--- config.mk ---
export PLATFORM = sky130hd
export DESIGN_NAME = firmware_image_verify_load
export DESIGN_NICKNAME = d
export VERILOG_FILES = /design/src/rtl/fvl_pkg.sv /design/src/rtl/fvl_crc_byte.sv /design/src/rtl/fvl_parse.sv /design/src/rtl/firmware_image_verify_load.sv
export SDC_FILE = /design/constraint.sdc
export NUM_CORES = 1
export LEC_CHECK = 0
export ABC_AREA = 1
export BUFFER_PORTS_ARGS = -buffer_cell sky130_fd_sc_hd__buf_2
export CAP_MARGIN = 10
export CORE_MARGIN = 5
export CORE_UTILIZATION = 45
export DETAILED_ROUTE_END_ITERATION = 16
export GPL_TIMING_DRIVEN = 0
export MAX_ROUTING_LAYER = met4
export SLEW_MARGIN = 20
export SYNTH_ARGS = -nofsm -noshare
export SYNTH_HDL_FRONTEND = slang
export SYNTH_SLANG_ARGS = --single-unit
export TNS_END_PERCENT = 10
--- constraint.sdc ---
create_clock -name i_clk -period 3.8 [get_ports i_clk]
set_clock_uncertainty 0.1 [all_clocks]
set_input_delay 0.95 -clock i_clk [delete_from_list [all_inputs] [get_ports i_clk]]
set_output_delay 0.95 -clock i_clk [all_outputs]
set_load 0.02 [all_outputs]
--- src/rtl/fvl_pkg.sv ---
// ----------------------------------------------------------------------------
// fvl_pkg
// Shared types and constants of the firmware image check and load block.
// ----------------------------------------------------------------------------
package fvl_pkg;

    localparam logic [31:0] CRC_INIT = 32'hFFFF_FFFF;
    localparam logic [6:0]  CRC_LEN  = 7'd9;

    localparam logic [7:0]  ABI_RESET   = 8'h01;
    localparam logic [15:0] LIMIT_RESET = 16'hD000;
    localparam logic [15:0] BASE_RESET  = 16'h3000;

    // configuration register indexes
    localparam logic [1:0] CFG_ABI   = 2'd0;
    localparam logic [1:0] CFG_LIMIT = 2'd1;
    localparam logic [1:0] CFG_BASE  = 2'd2;

    // verdict codes
    localparam logic [2:0] V_OK     = 3'd0;
    localparam logic [2:0] V_MAGIC  = 3'd1;
    localparam logic [2:0] V_ABI    = 3'd2;
    localparam logic [2:0] V_LENGTH = 3'd3;
    localparam logic [2:0] V_CRC    = 3'd4;

    // header magic, bytes 0..3
    localparam logic [7:0] MAGIC [4] = '{8'h41, 8'h32, 8'h34, 8'h46};

    // reflected CRC-32 nibble table, polynomial 0xEDB88320
    localparam logic [31:0] NIB_TAB [16] = '{
        32'h0000_0000, 32'h1DB7_1064, 32'h3B6E_20C8, 32'h26D9_30AC,
        32'h76DC_4190, 32'h6B6B_51F4, 32'h4DB2_6158, 32'h5005_713C,
        32'hEDB8_8320, 32'hF00F_9344, 32'hD6D6_A3E8, 32'hCB61_B38C,
        32'h9B64_C2B0, 32'h86D3_D2D4, 32'hA00A_E278, 32'hBDBD_F21C
    };

    typedef struct packed {
        logic        store_valid;
        logic [15:0] store_addr;
        logic [7:0]  store_data;
        logic        done_res;
        logic [2:0]  verdict;
    } t_result;

    typedef struct packed {
        logic [7:0]  expected_abi;
        logic [15:0] body_limit;
        logic [15:0] load_base;
    } t_cfg;

endpackage

--- src/rtl/fvl_crc_byte.sv ---
// ----------------------------------------------------------------------------
// fvl_crc_byte
// One byte step of the reflected CRC-32, two nibble table lookups.
// ----------------------------------------------------------------------------
module fvl_crc_byte
    import fvl_pkg::*;
(
    input  logic [31:0] i_crc,
    input  logic [7:0]  i_byte,
    output logic [31:0] o_crc
);

    logic [31:0] x0;
    logic [31:0] x1;

    always_comb begin
        x0    = i_crc ^ {24'd0, i_byte};
        x1    = (x0 >> 4) ^ NIB_TAB[x0[3:0]];
        o_crc = (x1 >> 4) ^ NIB_TAB[x1[3:0]];
    end

endmodule

--- src/rtl/fvl_parse.sv ---
// ----------------------------------------------------------------------------
// fvl_parse
// Header parser and body sequencer: holds the image state and works out the
// result of each accepted byte.
// ----------------------------------------------------------------------------
module fvl_parse
    import fvl_pkg::*;
#(
    parameter int HEADER_LENGTH = 64
) (
    input  logic        i_clk,
    input  logic        i_rst_n,
    input  logic        i_take,
    input  logic [7:0]  i_byte,
    input  t_cfg        i_cfg,
    output t_result     o_result
);

    localparam logic [6:0] HDR_LAST = 7'(HEADER_LENGTH - 1);

    logic [6:0]  r_hdr_idx,   n_hdr_idx;
    logic        r_in_body,   n_in_body;
    logic [15:0] r_body_idx,  n_body_idx;
    logic [31:0] r_crc,       n_crc;
    logic [15:0] r_len,       n_len;
    logic        r_len_hi,    n_len_hi;
    logic [31:0] r_dcrc,      n_dcrc;
    logic        r_magic_bad, n_magic_bad;
    logic        r_abi_bad,   n_abi_bad;

    logic [31:0] crc_step;
    logic [1:0]  len_sel;
    logic [1:0]  dcrc_sel;
    logic [15:0] body_next;
    logic        rearm;

    fvl_crc_byte u_crc (
        .i_crc  (r_crc),
        .i_byte (i_byte),
        .o_crc  (crc_step)
    );

    always_comb begin
        n_hdr_idx   = r_hdr_idx;
        n_in_body   = r_in_body;
        n_body_idx  = r_body_idx;
        n_crc       = r_crc;
        n_len       = r_len;
        n_len_hi    = r_len_hi;
        n_dcrc      = r_dcrc;
        n_magic_bad = r_magic_bad;
        n_abi_bad   = r_abi_bad;
        rearm       = 1'b0;
        o_result    = '0;
        len_sel     = 2'(r_hdr_idx - 7'd5);
        dcrc_sel    = 2'(r_hdr_idx - 7'd9);
        body_next   = r_body_idx + 16'd1;

        if (r_in_body) begin
            o_result.store_valid = 1'b1;
            o_result.store_addr  = i_cfg.load_base + r_body_idx;
            o_result.store_data  = i_byte;
            n_crc                = crc_step;
            n_body_idx           = body_next;
            if (body_next == r_len) begin
                o_result.done_res = 1'b1;
                o_result.verdict  = ((~crc_step) == r_dcrc) ? V_OK : V_CRC;
                rearm             = 1'b1;
            end
        end else begin
            case (r_hdr_idx) inside
                [7'd0:7'd3]: begin
                    if (i_byte != MAGIC[r_hdr_idx[1:0]]) n_magic_bad = 1'b1;
                end
                7'd4: begin
                    if (i_byte != i_cfg.expected_abi) n_abi_bad = 1'b1;
                end
                [7'd5:7'd8]: begin
                    case (len_sel)
                        2'd0:    n_len[7:0]  = r_len[7:0]  | i_byte;
                        2'd1:    n_len[15:8] = r_len[15:8] | i_byte;
                        default: n_len_hi    = r_len_hi | (i_byte != 8'd0);
                    endcase
                end
                [7'd9:7'd12]: begin
                    n_dcrc[{dcrc_sel, 3'b000} +: 8] = r_dcrc[{dcrc_sel, 3'b000} +: 8] | i_byte;
                end
                default: begin
                    // reserved header bytes are ignored
                end
            endcase
            if (r_hdr_idx < CRC_LEN) n_crc = crc_step;
            n_hdr_idx = r_hdr_idx + 7'd1;

            if (r_hdr_idx == HDR_LAST) begin
                if (n_magic_bad) begin
                    o_result.done_res = 1'b1;
                    o_result.verdict  = V_MAGIC;
                end else if (n_abi_bad) begin
                    o_result.done_res = 1'b1;
                    o_result.verdict  = V_ABI;
                end else if (n_len_hi || n_len == 16'd0 || n_len > i_cfg.body_limit) begin
                    o_result.done_res = 1'b1;
                    o_result.verdict  = V_LENGTH;
                end
                if (o_result.done_res) begin
                    rearm = 1'b1;
                end else begin
                    n_in_body  = 1'b1;
                    n_body_idx = 16'd0;
                end
            end
        end
    end

    always_ff @(posedge i_clk) begin
        if (!i_rst_n || (i_take && rearm)) begin
            r_hdr_idx   <= 7'd0;
            r_in_body   <= 1'b0;
            r_body_idx  <= 16'd0;
            r_crc       <= CRC_INIT;
            r_len       <= 16'd0;
            r_len_hi    <= 1'b0;
            r_dcrc      <= 32'd0;
            r_magic_bad <= 1'b0;
            r_abi_bad   <= 1'b0;
        end else if (i_take) begin
            r_hdr_idx   <= n_hdr_idx;
            r_in_body   <= n_in_body;
            r_body_idx  <= n_body_idx;
            r_crc       <= n_crc;
            r_len       <= n_len;
            r_len_hi    <= n_len_hi;
            r_dcrc      <= n_dcrc;
            r_magic_bad <= n_magic_bad;
            r_abi_bad   <= n_abi_bad;
        end
    end

endmodule

--- src/rtl/firmware_image_verify_load.sv ---
// ----------------------------------------------------------------------------
// firmware_image_verify_load
// Byte-serial firmware image checker and loader with CRC-32 verification.
// ----------------------------------------------------------------------------
//  channel  | handshake                  | payload
//  ---------+----------------------------+----------------------------------
//  in       | i_in_valid / o_in_stall    | i_image_byte
//  out      | o_out_valid / i_out_stall  | o_store_*, o_done_res, o_verdict
//  cfg      | i_cfg_we                   | i_cfg_index, i_cfg_data
//
//  One item per cycle while o_in_stall is low: each byte's result is
//  registered and shown in the cycle after the byte is accepted.
//  Reset clears the image state and loads the register defaults.
//  While a result waits under i_out_stall, o_in_stall holds the input; a
//  result that is taken frees the slot for an item in the same cycle.
// ----------------------------------------------------------------------------
module firmware_image_verify_load
    import fvl_pkg::*;
#(
    parameter int HEADER_LENGTH = 64
) (
    input  logic        i_clk,
    input  logic        i_rst_n,
    input  logic        i_in_valid,
    output logic        o_in_stall,
    input  logic [7:0]  i_image_byte,
    output logic        o_out_valid,
    input  logic        i_out_stall,
    output logic        o_store_valid,
    output logic [15:0] o_store_addr,
    output logic [7:0]  o_store_data,
    output logic        o_done_res,
    output logic [2:0]  o_verdict,
    input  logic        i_cfg_we,
    input  logic [1:0]  i_cfg_index,
    input  logic [15:0] i_cfg_data
);

    t_cfg    r_cfg;
    t_result result;
    t_result r_out;
    logic    r_out_valid;
    logic    take;

    assign o_in_stall = r_out_valid && i_out_stall;
    assign take       = i_in_valid && !o_in_stall;

    always_ff @(posedge i_clk) begin
        if (!i_rst_n) begin
            r_cfg.expected_abi <= ABI_RESET;
            r_cfg.body_limit   <= LIMIT_RESET;
            r_cfg.load_base    <= BASE_RESET;
        end else if (i_cfg_we) begin
            case (i_cfg_index)
                CFG_ABI:   r_cfg.expected_abi <= i_cfg_data[7:0];
                CFG_LIMIT: r_cfg.body_limit   <= i_cfg_data;
                CFG_BASE:  r_cfg.load_base    <= i_cfg_data;
                default: begin
                    // drop writes beyond the register list
                end
            endcase
        end
    end

    fvl_parse #(
        .HEADER_LENGTH (HEADER_LENGTH)
    ) u_parse (
        .i_clk    (i_clk),
        .i_rst_n  (i_rst_n),
        .i_take   (take),
        .i_byte   (i_image_byte),
        .i_cfg    (r_cfg),
        .o_result (result)
    );

    always_ff @(posedge i_clk) begin
        if (!i_rst_n) begin
            r_out_valid <= 1'b0;
        end else if (take) begin
            r_out_valid <= 1'b1;
        end else if (!i_out_stall) begin
            r_out_valid <= 1'b0;
        end
    end

    always_ff @(posedge i_clk) begin
        if (take) begin
            r_out <= result;
        end
    end

    assign o_out_valid   = r_out_valid;
    assign o_store_valid = r_out.store_valid;
    assign o_store_addr  = r_out.store_addr;
    assign o_store_data  = r_out.store_data;
    assign o_done_res    = r_out.done_res;
    assign o_verdict     = r_out.verdict;

    // header faults never carry a store, body verdicts always do
    a_verdict_store: assert property (@(posedge i_clk) disable iff (!i_rst_n)
        (o_out_valid && o_done_res) |->
            (o_store_valid == (o_verdict == V_OK || o_verdict == V_CRC)))
        else $error("verdict and store disagree");

    a_verdict_idle: assert property (@(posedge i_clk) disable iff (!i_rst_n)
        (o_out_valid && !o_done_res) |-> (o_verdict == V_OK))
        else $error("verdict set without done");

    a_store_idle: assert property (@(posedge i_clk) disable iff (!i_rst_n)
        (o_out_valid && !o_store_valid) |-> (o_store_addr == 16'd0 && o_store_data == 8'd0))
        else $error("store fields set without store");

    a_hold: assert property (@(posedge i_clk) disable iff (!i_rst_n)
        o_in_stall |-> o_out_valid)
        else $error("input held with no result waiting");

endmodule
* Word-level counts from Yosys, hierarchy flattened
Memory sizes are Yosys's and may differ from the RTL's.
Cells that the tools add are included.
** Operators by class
- Multiplexer cells :: 50
- $add $sub $neg :: 6
- Bitwise gates (word level) :: 15
- Shifts and indexed selects :: 3
- Magnitude comparators :: 11
- Reduce and logical (&&, ||, !) cells :: 25
- Eq/ne operators :: 11
** Operators by type and width (number)
- $mux 32 :: 6
- $mux 16 :: 7
- $xor 28x32->32 :: 2
- $bwmux 32 :: 1
- $eq 32x32->1 :: 1
- $mux 4 :: 8
- $mux 8 :: 4
- $not 32->32 :: 1
- $shift 8x7->32 const A :: 1
- $shiftx 32x6->8 :: 1
- $shiftx 8x7->32 :: 1
- $xor 32x8->32 :: 1
- $mux 25 :: 1
- $or 8x8->8 :: 3
- $mux 1 :: 21
- $add 16x1->16 const B :: 1
- $add 16x16->16 :: 1
- $bmux 8 s2 :: 1
- $eq 16x16->1 :: 1
- $gt 16x16->1 :: 1
- $logic_not 16->1 :: 1
- $ne 8x8->1 :: 2
- $le 7x4->1 const B :: 2
- $ge 5x5->1 const B :: 2
- 29 further kinds :: 50
** Word-level totals
- Input port bits :: 31
- Bits in read-only memories :: 1024
- Memories kept :: 2
- Output and inout bits :: 31
- Flip-flop bits (word level) :: 177
** Memories
- (no name shown) :: depth 16, bits a word 32, read ports 1, clocked after memory_dff 0, write ports 0, line fvl_crc_byte.sv:19 : o_crc = (x1 >> 4) ^ NIB_TAB[x1[3:0]];
- (no name shown) :: depth 16, bits a word 32, read ports 1, clocked after memory_dff 0, write ports 0, line fvl_crc_byte.sv:18 : x1 = (x0 >> 4) ^ NIB_TAB[x0[3:0]];

* Logic depth before layout (Yosys ltp)
Gate-level depths: netlist of run 1.
- Depth after elaboration :: 20
- Depth in mapped cells :: 25
- Gate-level depth less buffers :: 22

* Modules after synthesis
Synthesis of run 1 repeated with hierarchy kept, for this count alone.
** Second synthesis, totals
- Cell total of the unflattened synthesis :: 1564
- Area, all modules :: 11413.4 um^2
** By module, submodules not included
- fvl_parse :: cells each 1064, seq. area each 2142.1 um^2, times used 1, area an instance 7785.0 um^2
- firmware_image_verify_load :: cells each 286, seq. area each 1691.6 um^2, times used 1, area an instance 2555.0 um^2
- fvl_crc_byte :: cells each 214, seq. area each 0.0 um^2, times used 1, area an instance 1073.5 um^2

* Worst setup path before layout of run 1
Ideal clock, no wire load.
- Kind :: register -> register
- Start :: register u_parse.r_hdr_idx[0]
- End :: register u_parse.r_dcrc[31]
- Stages on the path, launching flop included :: 25
- Data required time :: 3.634 ns
- Arrival :: 3.433 ns
- Slack :: 0.200 ns
- Buffers on the path :: 4
- Cells stage by stage :: dfxtp_1 -> clkbuf_1 -> inv_1 -> ha_1 -> nand2_1 -> nand3b_1 -> nand3_4 -> buf_6 -> o21bai_1 -> ha_1 -> nand2_1 -> inv_1 -> o21ai_0 -> nand2_1 -> o21ai_0 -> nand2_1 -> a21oi_1 -> nand4_2 -> nand2_2 -> nand2_2 -> nand2_2 -> nand2_2 -> buf_6 -> buf_6 -> a21oi_2
** On the way
- Elaborated cells between the ends (all ways) :: 62
- Those cells by class :: 3 x add/sub; 7 x order compare; 4 x eq/ne; 3 x shift; 29 x mux; 5 x bitwise; 11 x reduce/logical
** RTL lines
- start, declared :: line fvl_parse.sv:21 : logic [6:0] r_hdr_idx, n_hdr_idx;
- start signal, assigned :: line fvl_parse.sv:128 : r_hdr_idx <= n_hdr_idx;
- $sub 2x1->2 * :: line fvl_parse.sv:56 : dcrc_sel = 2'(r_hdr_idx - 7'd9);
- net u_parse.dcrc_sel[0] :: line fvl_parse.sv:33 : logic [1:0] dcrc_sel;
- $shiftx 32x6->8 :: line fvl_parse.sv:86 : n_dcrc[{dcrc_sel, 3'b000} +: 8] = r_dcrc[{dcrc_sel, 3'b000} +: 8] | i_byte;
- $or 8x8->8 :: line fvl_parse.sv:86
- $shiftx 8x7->32 :: line fvl_parse.sv:86
- $bwmux 32 * :: line fvl_parse.sv:86
- end signal, assigned :: line fvl_parse.sv:134 : r_dcrc <= n_dcrc;
- end, declared :: line fvl_parse.sv:27 : logic [31:0] r_dcrc, n_dcrc;
The timed path passes the listed nets; every way through them passes the cells marked *. The select of a mux whose other input is x is not followed.
A chain may end at the register's enable or synchronous reset.

* Worst setup path in the final report of run 1
- Start :: register u_parse.r_hdr_idx[0]
- End :: register u_parse.r_body_idx[15]
** On the way
- Longest elaborated chain between the ends :: 20
- Elaborated cells between the ends (all ways) :: 51
- Those cells by class :: 1 x add/sub; 5 x order compare; 5 x eq/ne; 28 x mux; 1 x bitwise; 11 x reduce/logical
** Ends and longest elaborated chain
- branches (longest 20 deep; another with $gt 16x16->1)
- end signal, assigned :: line fvl_parse.sv:130 : r_body_idx <= n_body_idx;
- end, declared :: line fvl_parse.sv:23 : logic [15:0] r_body_idx, n_body_idx;
Several ways; the timed one is not identified. The select of a mux whose other input is x is not followed.

==> impl_metrics.tcl, run 1 <==
set metrics [dict create \
    die_w_um 163.7 \
    r2r_setup_slack_ns 0.20 \
    finalSetupViolations 0 \
    worst_hold_path.endpoint "u_parse.r_magic_bad" \
    hold_depth 2 \
    maximum_number_of_pins_on_one_net_before_global_route_repair 18 \
    crit_path_start_kind "register" \
    dp.final_hpwl_mm 24.34 \
    latest_clock_arrival_within_the_worst_skew_pair_ns 0.45 \
    most_common_cell_after_layout_fill_and_taps_aside "nand2_1" \
    leakage_nw 5.281 \
    max-vdd-ir-drop_mv 0.4716 \
    timing_worst_slew_pin_value_ns 0.9138 \
    launch_point_of_the_worst_reg_to_reg_path "u_parse.r_hdr_idx[0]" \
    crit_type "reg -> reg" \
    route.vias.total 9772 \
    drtPass1Iterations 5 \
    setup-tns-final_ns 0 \
    critical_path.endpoint_type "register" \
    register_clock_pin_slew_on_the_reported_worst_setup_and_hold_paths_ns 0.07 \
    achievable-frequency_mhz 277.4 \
    yosys_register_bits 177 \
    cts_sink_cnt 177 \
    fp-row-count 56 \
    min_path_type "reg -> reg" \
    overall_global_routing_usage 0.2473 \
    r2r_end "u_parse.r_body_idx[15]" \
    mostFrequentLayoutCells "375 x nand2_1, 170 x inv_1, 163 x nor2_1" \
    global_route.overflow_total 0 \
    place_ws_ns -0.9337 \
    clk_root_buffer_cell "clkbuf_16" \
    tritoncts_clock_tree "built" \
    worstPathCellList "buf_8 > clkinvlp_4 > ha_4 > nand2_1 > nand3b_1 > nand3_4 > buf_12 > o21bai_4 > ha_4 > nand2_1 > inv_1 > o21ai_0 > a21oi_1 > o21ai_2 > nand2_1 > a21oi_2 > nand4_2 > nand2_2 > nand2_4 > nand2_4 > nand2_4 > buf_12 > buf_8 > a21oi_2" \
    postSynthAreaPerCell_um2 7.100 \
    initial_core_util 0.4544 \
    synthFlopType "dfxtp_1" \
    period_share 0.9487 \
    numCtsBuffers 17 \
    cell_area_after_synthesis_um2 10640 \
    ios 62 \
    critical-path-slowest-cell "dfxtp_4" \
    h-tree-depth 4 \
    timing.final.crit_period_ns 3.605 \
    max_slew_violation_total_from_the_final_report 0 \
    holdBufCountCts 0 \
    final_antenna_net_count 0 \
    global_route_wire_length_before_repair_mm 50.18 \
    number_of_distinct_standard_cells_referenced_by_the_synthesized_netlist 49 \
    first_global_vias 9306 \
    p_per_area_nw_per_um2 488.1 \
    synthToLayoutAreaGrowth_pct 15.24 \
    slew-limit-headroom 0.3861 \
    slowest_delay_ns 0.37 \
    avgViaCountPerCell 5.090 \
    post_synth_edffs 29 \
    drt-total-wl_mm 31.84 \
    layout.filler_cells 2396 \
    reg2regPathDepth 24 \
    chipHeight_um 163.7 \
    syn_inst 1498 \
    port_buffers 53 \
    multi_input_gate_area_um2 6031 \
    drt_iter0_markers 715 \
    fp.coreArea_um2 23400 \
    share_of_final_layout_standard_cells_stronger_than_drive_strength_1 0.1424 \
    status "finished clean" \
    post_drt_wl_per_cell_um 16.58 \
    critical_path_required_ns 4.07 \
    drv.max_cap_violation_count 0 \
    antenna_violations_before_repair 0 \
    synthesis.nets 1569 \
    die_ar_um2 26810 \
    critical_path_peak_fanout 10 \
    clock_tree.buffer_depth 2 \
    timing.final.hold_violations 0 \
    final_nets 1659 \
    synthesis.yosys.warnings 0 \
    synth.yosys.seq_area_share 0.3605 \
    worstPathArrival_ns 3.88 \
    sequential_cell_area_um2 3839 \
    globalplace.congestion 0.9114 \
    drt_drc_violations_left 0 \
    hold_path_startpoint "u_parse.r_magic_bad" \
    synth_async_sr_flop_share 0 \
    antenna_cells 0 \
    post-route-worst-setup-slack_ns 0.1951 \
]
[what timing repair did]
action | in CTS | in global routing
gates resized for setup | 26 | 33
pin swaps | 2 | 10
buffers inserted | 4 | 12
endpoints found under the setup margin | 110 | 108
cloned | 2 | 1
[how the worst max path moves through the flow]
stage | endpoint | start | cells after the start | slack, ns
2_1_floorplan | u_parse.r_dcrc[31] | u_parse.r_hdr_idx[0] | 24 | 0.20
3_3_place_gp | u_parse.r_crc[30] | u_parse.r_hdr_idx[0] | 22 | -0.92
3_5_place_dp | u_parse.r_body_idx[15] | u_parse.r_hdr_idx[0] | 22 | -0.93
4_1_cts | u_parse.r_body_idx[15] | u_parse.r_hdr_idx[0] | 24 | 0.03
5_1_grt | u_parse.r_len[4] | u_parse.r_hdr_idx[0] | 24 | -0.004
6_report | u_parse.r_body_idx[15] | u_parse.r_hdr_idx[0] | 24 | 0.20
[synth_stat cells (9+ instances only)]
cell type	count	area share
inv_1	172	0.061
nor2_2	20	0.012
xor2_1	66	0.054
xnor2_1	27	0.022
buf_2	10	0.0047
nor2_1	163	0.058
o31ai_1	9	0.0064
edfxtp_1	29	0.082
clkbuf_1	33	0.012
a21oi_2	31	0.026
nand2_1	375	0.13
nor3_1	9	0.0042
a31oi_1	14	0.0082
nand3_1	52	0.024
dfxtp_1	148	0.28
a21oi_1	87	0.041
nand4_1	16	0.0094
ha_1	39	0.046
o21ai_0	120	0.056
[cells by family after synthesis]
group / Yosys count / synth area share
compound gates: 293 / 0.1602
xor+xnor: 96 / 0.08118
fa+ha+maj: 40 / 0.04776
buf+inv: 231 / 0.08976
flops: 177 / 0.3605
simple gates: 661 / 0.2606
[sequential cells by signal, indices dropped and copies added, names as in the netlist, 3 cells and up]
name                cells
r_cfg                  40
u_parse.r_crc          32
u_parse.r_dcrc         32
o_store_addr           16
u_parse.r_body_idx     16
u_parse.r_len          16
o_store_data            8
u_parse.r_hdr_idx       7
o_verdict               3
[critical path, delay by kind of cell, from the launching register on]
kind | cells | cell delay (ns)
and+or+nand+nor | 10 | 1.07
adders and majority gates | 2 | 0.42
DFF | 1 | 0.37
buffers and inverters | 6 | 0.77
AOI/OAI and AO/OA | 6 | 0.81
[routing by layer]
metal,vias up,track usage,part of all wire
met5,-,-,0
met3,54,0.03061,0.035
met1,4469,0.2924,0.43
met4,0,0.07472,0.026
met2,229,0.4404,0.51
li1,5020,-,-
[power by group]
group          total, mW  internal (mW)  switching [mW]  leakage, nW
sequential          2.14           2.05          0.0888         1.50
clock               1.78          0.929           0.856        0.281
combinational       2.06          0.695            1.36         3.50
total               5.98           3.67            2.31         5.28
[stage by stage]
stage	utilization	power, mW	area [um2]	hold slack (ns)	cells
2_1_floorplan	-	3.638	10640	0.3219	1498
6_report	0.5237	5.981	12260	0.3603	1920
4_1_cts	0.5126	5.967	12000	0.3644	1908
3_3_place_gp	0.4828	4.174	11300	0.3470	1870
3_5_place_dp	0.4828	4.189	11300	0.3533	1870
5_1_grt	0.5237	6.325	12260	0.3873	1920
[final cells by class]
| class | count | area share |
|---|---|---|
| timing repair buffer | 70 | 0.03349 |
| clock buffer | 18 | 0.03502 |
| sequential | 177 | 0.3132 |
| tap | 319 | 0.03257 |
| multi-input combinational | 1092 | 0.4921 |
| inverter | 175 | 0.05391 |
| clock inverter | 14 | 0.01154 |
| buffer | 55 | 0.02818 |
(Power assumes the default switching activity.)
==> run 2: changes to the inputs <==
==> constraint.sdc (replaced) <==
create_clock -name i_clk -period 4.4 [get_ports i_clk]
set_clock_uncertainty 0.1 [all_clocks]
set_input_delay 1.1 -clock i_clk [delete_from_list [all_inputs] [get_ports i_clk]]
set_output_delay 1.1 -clock i_clk [all_outputs]
set_load 0.02 [all_outputs]
==> run 2 against run 1 <==
Against the previous run: count of clock-buffer cells in the layout unchanged; sequential power decreased by 14%; core utilization decreased by 1.4 points; register-to-register slack improved by 0.12 ns; highest routed layer unchanged; final area decreased by 2.6%; hold slack improved by 0.0021 ns; fmax decreased by 12%; die area unchanged; via count decreased by 0.33%; worst setup slack improved by 0.12 ns; cell count decreased by 0.78%.
==> impl_metrics.tcl, run 2 (synthesized netlist as in run 1, its figures left out) <==
set metrics [dict create \
    status "finished clean" \
    post-route-worst-setup-slack_ns 0.3155 \
    register_clock_pin_slew_on_the_reported_worst_setup_and_hold_paths_ns 0.07 \
    first_global_vias 9248 \
    critical-path-slowest-cell "dfxtp_2" \
    global_route_wire_length_before_repair_mm 49.76 \
    die_w_um 163.7 \
    clock_power_share 0.299 \
    critical_path_required_ns 4.67 \
    leakage_nw 5.139 \
    post_drt_wl_per_cell_um 16.56 \
    antenna_violations_before_repair 0 \
    regMostFlops "r_cfg" \
    route.vias.total 9740 \
    largest_register_ff_count 40 \
    overall_global_routing_usage 0.2451 \
    die_ar_um2 26810 \
    critical_path.endpoint_type "register" \
    maximum_number_of_pins_on_one_net_before_global_route_repair 34 \
    worstPathCellList "clkbuf_4 > clkinvlp_4 > ha_1 > nand2_1 > nand3b_1 > nand3_4 > buf_6 > o21bai_2 > ha_1 > nand2_1 > inv_1 > o21ai_0 > a21oi_1 > o21ai_0 > nand2_1 > a21oi_1 > nand4_2 > nand2_2 > nand2_2 > nand2_2 > nand2_2 > buf_6 > buf_6 > a21oi_2" \
    place.detailed.instances 1870 \
    min_path_type "reg -> reg" \
    finalSetupViolations 0 \
    slowest_delay_ns 0.41 \
    synthToLayoutAreaGrowth_pct 12.22 \
    p_per_area_nw_per_um2 430.9 \
    holdBufCountCts 0 \
    max-vdd-ir-drop_mv 0.4087 \
    p_seq_frac 0.359 \
    cell_internal_pwr_mw 3.157 \
    timing_worst_slew_pin_value_ns 0.9145 \
    p_sw_frac 0.3861 \
    chipHeight_um 163.7 \
    worstPathArrival_ns 4.36 \
    critical_path_peak_fanout 10 \
    cts_sink_cnt 177 \
    tritoncts_clock_tree "built" \
    ios 62 \
    combPwrFrac 0.342 \
    latest_clock_arrival_within_the_worst_skew_pair_ns 0.44 \
    post_dp_cell_area_um2 11300 \
    h-tree-depth 4 \
    clock_tree.buffer_depth 2 \
    finish.utilization 0.5100 \
    drtPass1Iterations 7 \
    share_of_final_layout_standard_cells_stronger_than_drive_strength_1 0.1217 \
    fp.coreArea_um2 23400 \
    path_buf_inv 6 \
    layout.filler_cells 2424 \
    drt-total-wl_mm 31.55 \
    global_route.overflow_total 0 \
    critical-path-top-delay-family "simple AND/OR/NAND/NOR gates" \
    dp.final_hpwl_mm 24.34 \
    period_share 0.9283 \
    drv.max_cap_violation_count 0 \
    initial_core_util 0.4544 \
    drt_iter0_markers 693 \
    crit_path_start_kind "register" \
    antenna_cells 0 \
    crit_type "reg -> reg" \
    final_antenna_net_count 0 \
    globalplace.congestion 0.9114 \
    final_nets 1644 \
    drt_drc_violations_left 0 \
    finish.cell_count_without_fillers 1905 \
    power.switching_mw 1.986 \
    timing.final.hold_violations 0 \
    place_ws_ns -0.3337 \
    clk_root_buffer_cell "clkbuf_16" \
    fp-row-count 56 \
    layout.cell_area.non_filler_um2 11940 \
    path_common_cell "nand2_2" \
    achievable-frequency_mhz 244.8 \
    timing.final.crit_period_ns 4.084 \
    reg.largest.list "r_cfg x40, u_parse.r_crc x32, u_parse.r_dcrc x32" \
    mostFrequentLayoutCells "375 x nand2_1, 171 x inv_1, 163 x nor2_1" \
    most_common_cell_after_layout_fill_and_taps_aside "nand2_1" \
    slew-limit-headroom 0.3856 \
    avgViaCountPerCell 5.113 \
    port_buffers 53 \
    numCtsBuffers 17 \
    max_slew_violation_total_from_the_final_report 0 \
]
## run 2: cell types whose count changed in the layout (fill, tap and decap cells not counted), sizes merged
cell,delta
buf,-15
clkbuf,+1
nand3,-1
## run 2: final timing paths
kind	from	end	depth (start not counted)	slack [ns]
max	u_parse.r_hdr_idx[0]	u_parse.r_body_idx[15]	24	0.32
min reg2reg	u_parse.r_magic_bad	u_parse.r_magic_bad	2	0.36
min	u_parse.r_magic_bad	u_parse.r_magic_bad	2	0.36
max reg2reg	u_parse.r_hdr_idx[0]	u_parse.r_body_idx[15]	24	0.32
## run 2: stage by stage
| step | hold WS (ns) | power [mW] | TNS, ns |
|---|---|---|---|
| after floorplan | 0.3219 | 3.142 | 0 |
| after global placement | 0.3470 | 3.605 | -22.71 |
| after detailed placement | 0.3533 | 3.618 | -25.37 |
| after CTS | 0.3644 | 5.146 | 0 |
| after global routing | 0.3873 | 5.440 | -0.01303 |
| final | 0.3624 | 5.143 | 0 |
## run 2: tightest hold or removal path: cells and delay by family, from the launching register on
family | cells | cell delay [ns]
DFF | 1 | 0.30
buffers and inverters | 1 | 0.07
AOI/OAI and AO/OA | 1 | 0.05
## run 2: power by group through the flow
stage	logic (mW)	clock network [mW]	registers, mW
floorplan	1.26	0	1.88
global placement	1.72	0	1.88
detailed placement	1.73	0	1.88
CTS	1.75	1.55	1.85
global route	1.96	1.62	1.86
finish	1.76	1.54	1.85
## run 2: final cells by class
cell class | count | area (um2) | area share
clock buffers | 18 | 429.2 | 0.03596
flip-flops and latches | 177 | 3835 | 0.3213
multi-input cells | 1091 | 5879 | 0.4926
repair buffers | 55 | 280.3 | 0.02348
plain buffers | 56 | 310.3 | 0.02600
clock inverters | 14 | 141.4 | 0.01185
inverters | 175 | 660.6 | 0.05535
well taps | 319 | 399.1 | 0.03344
## run 2: metal layers
metal  part of all wire  track usage  wire length [um]
met3              0.043      0.03061              1360
met1               0.42       0.2896             13380
met4              0.027      0.07472               845
met5                  0            -                 0
met2               0.51       0.4363             15960
## run 2: timing repair
item	CTS	global route
setup buffers	0	2
setup endpoints to repair	108	108
cloned	0	1
pin swaps	0	1
resized for setup	9	7
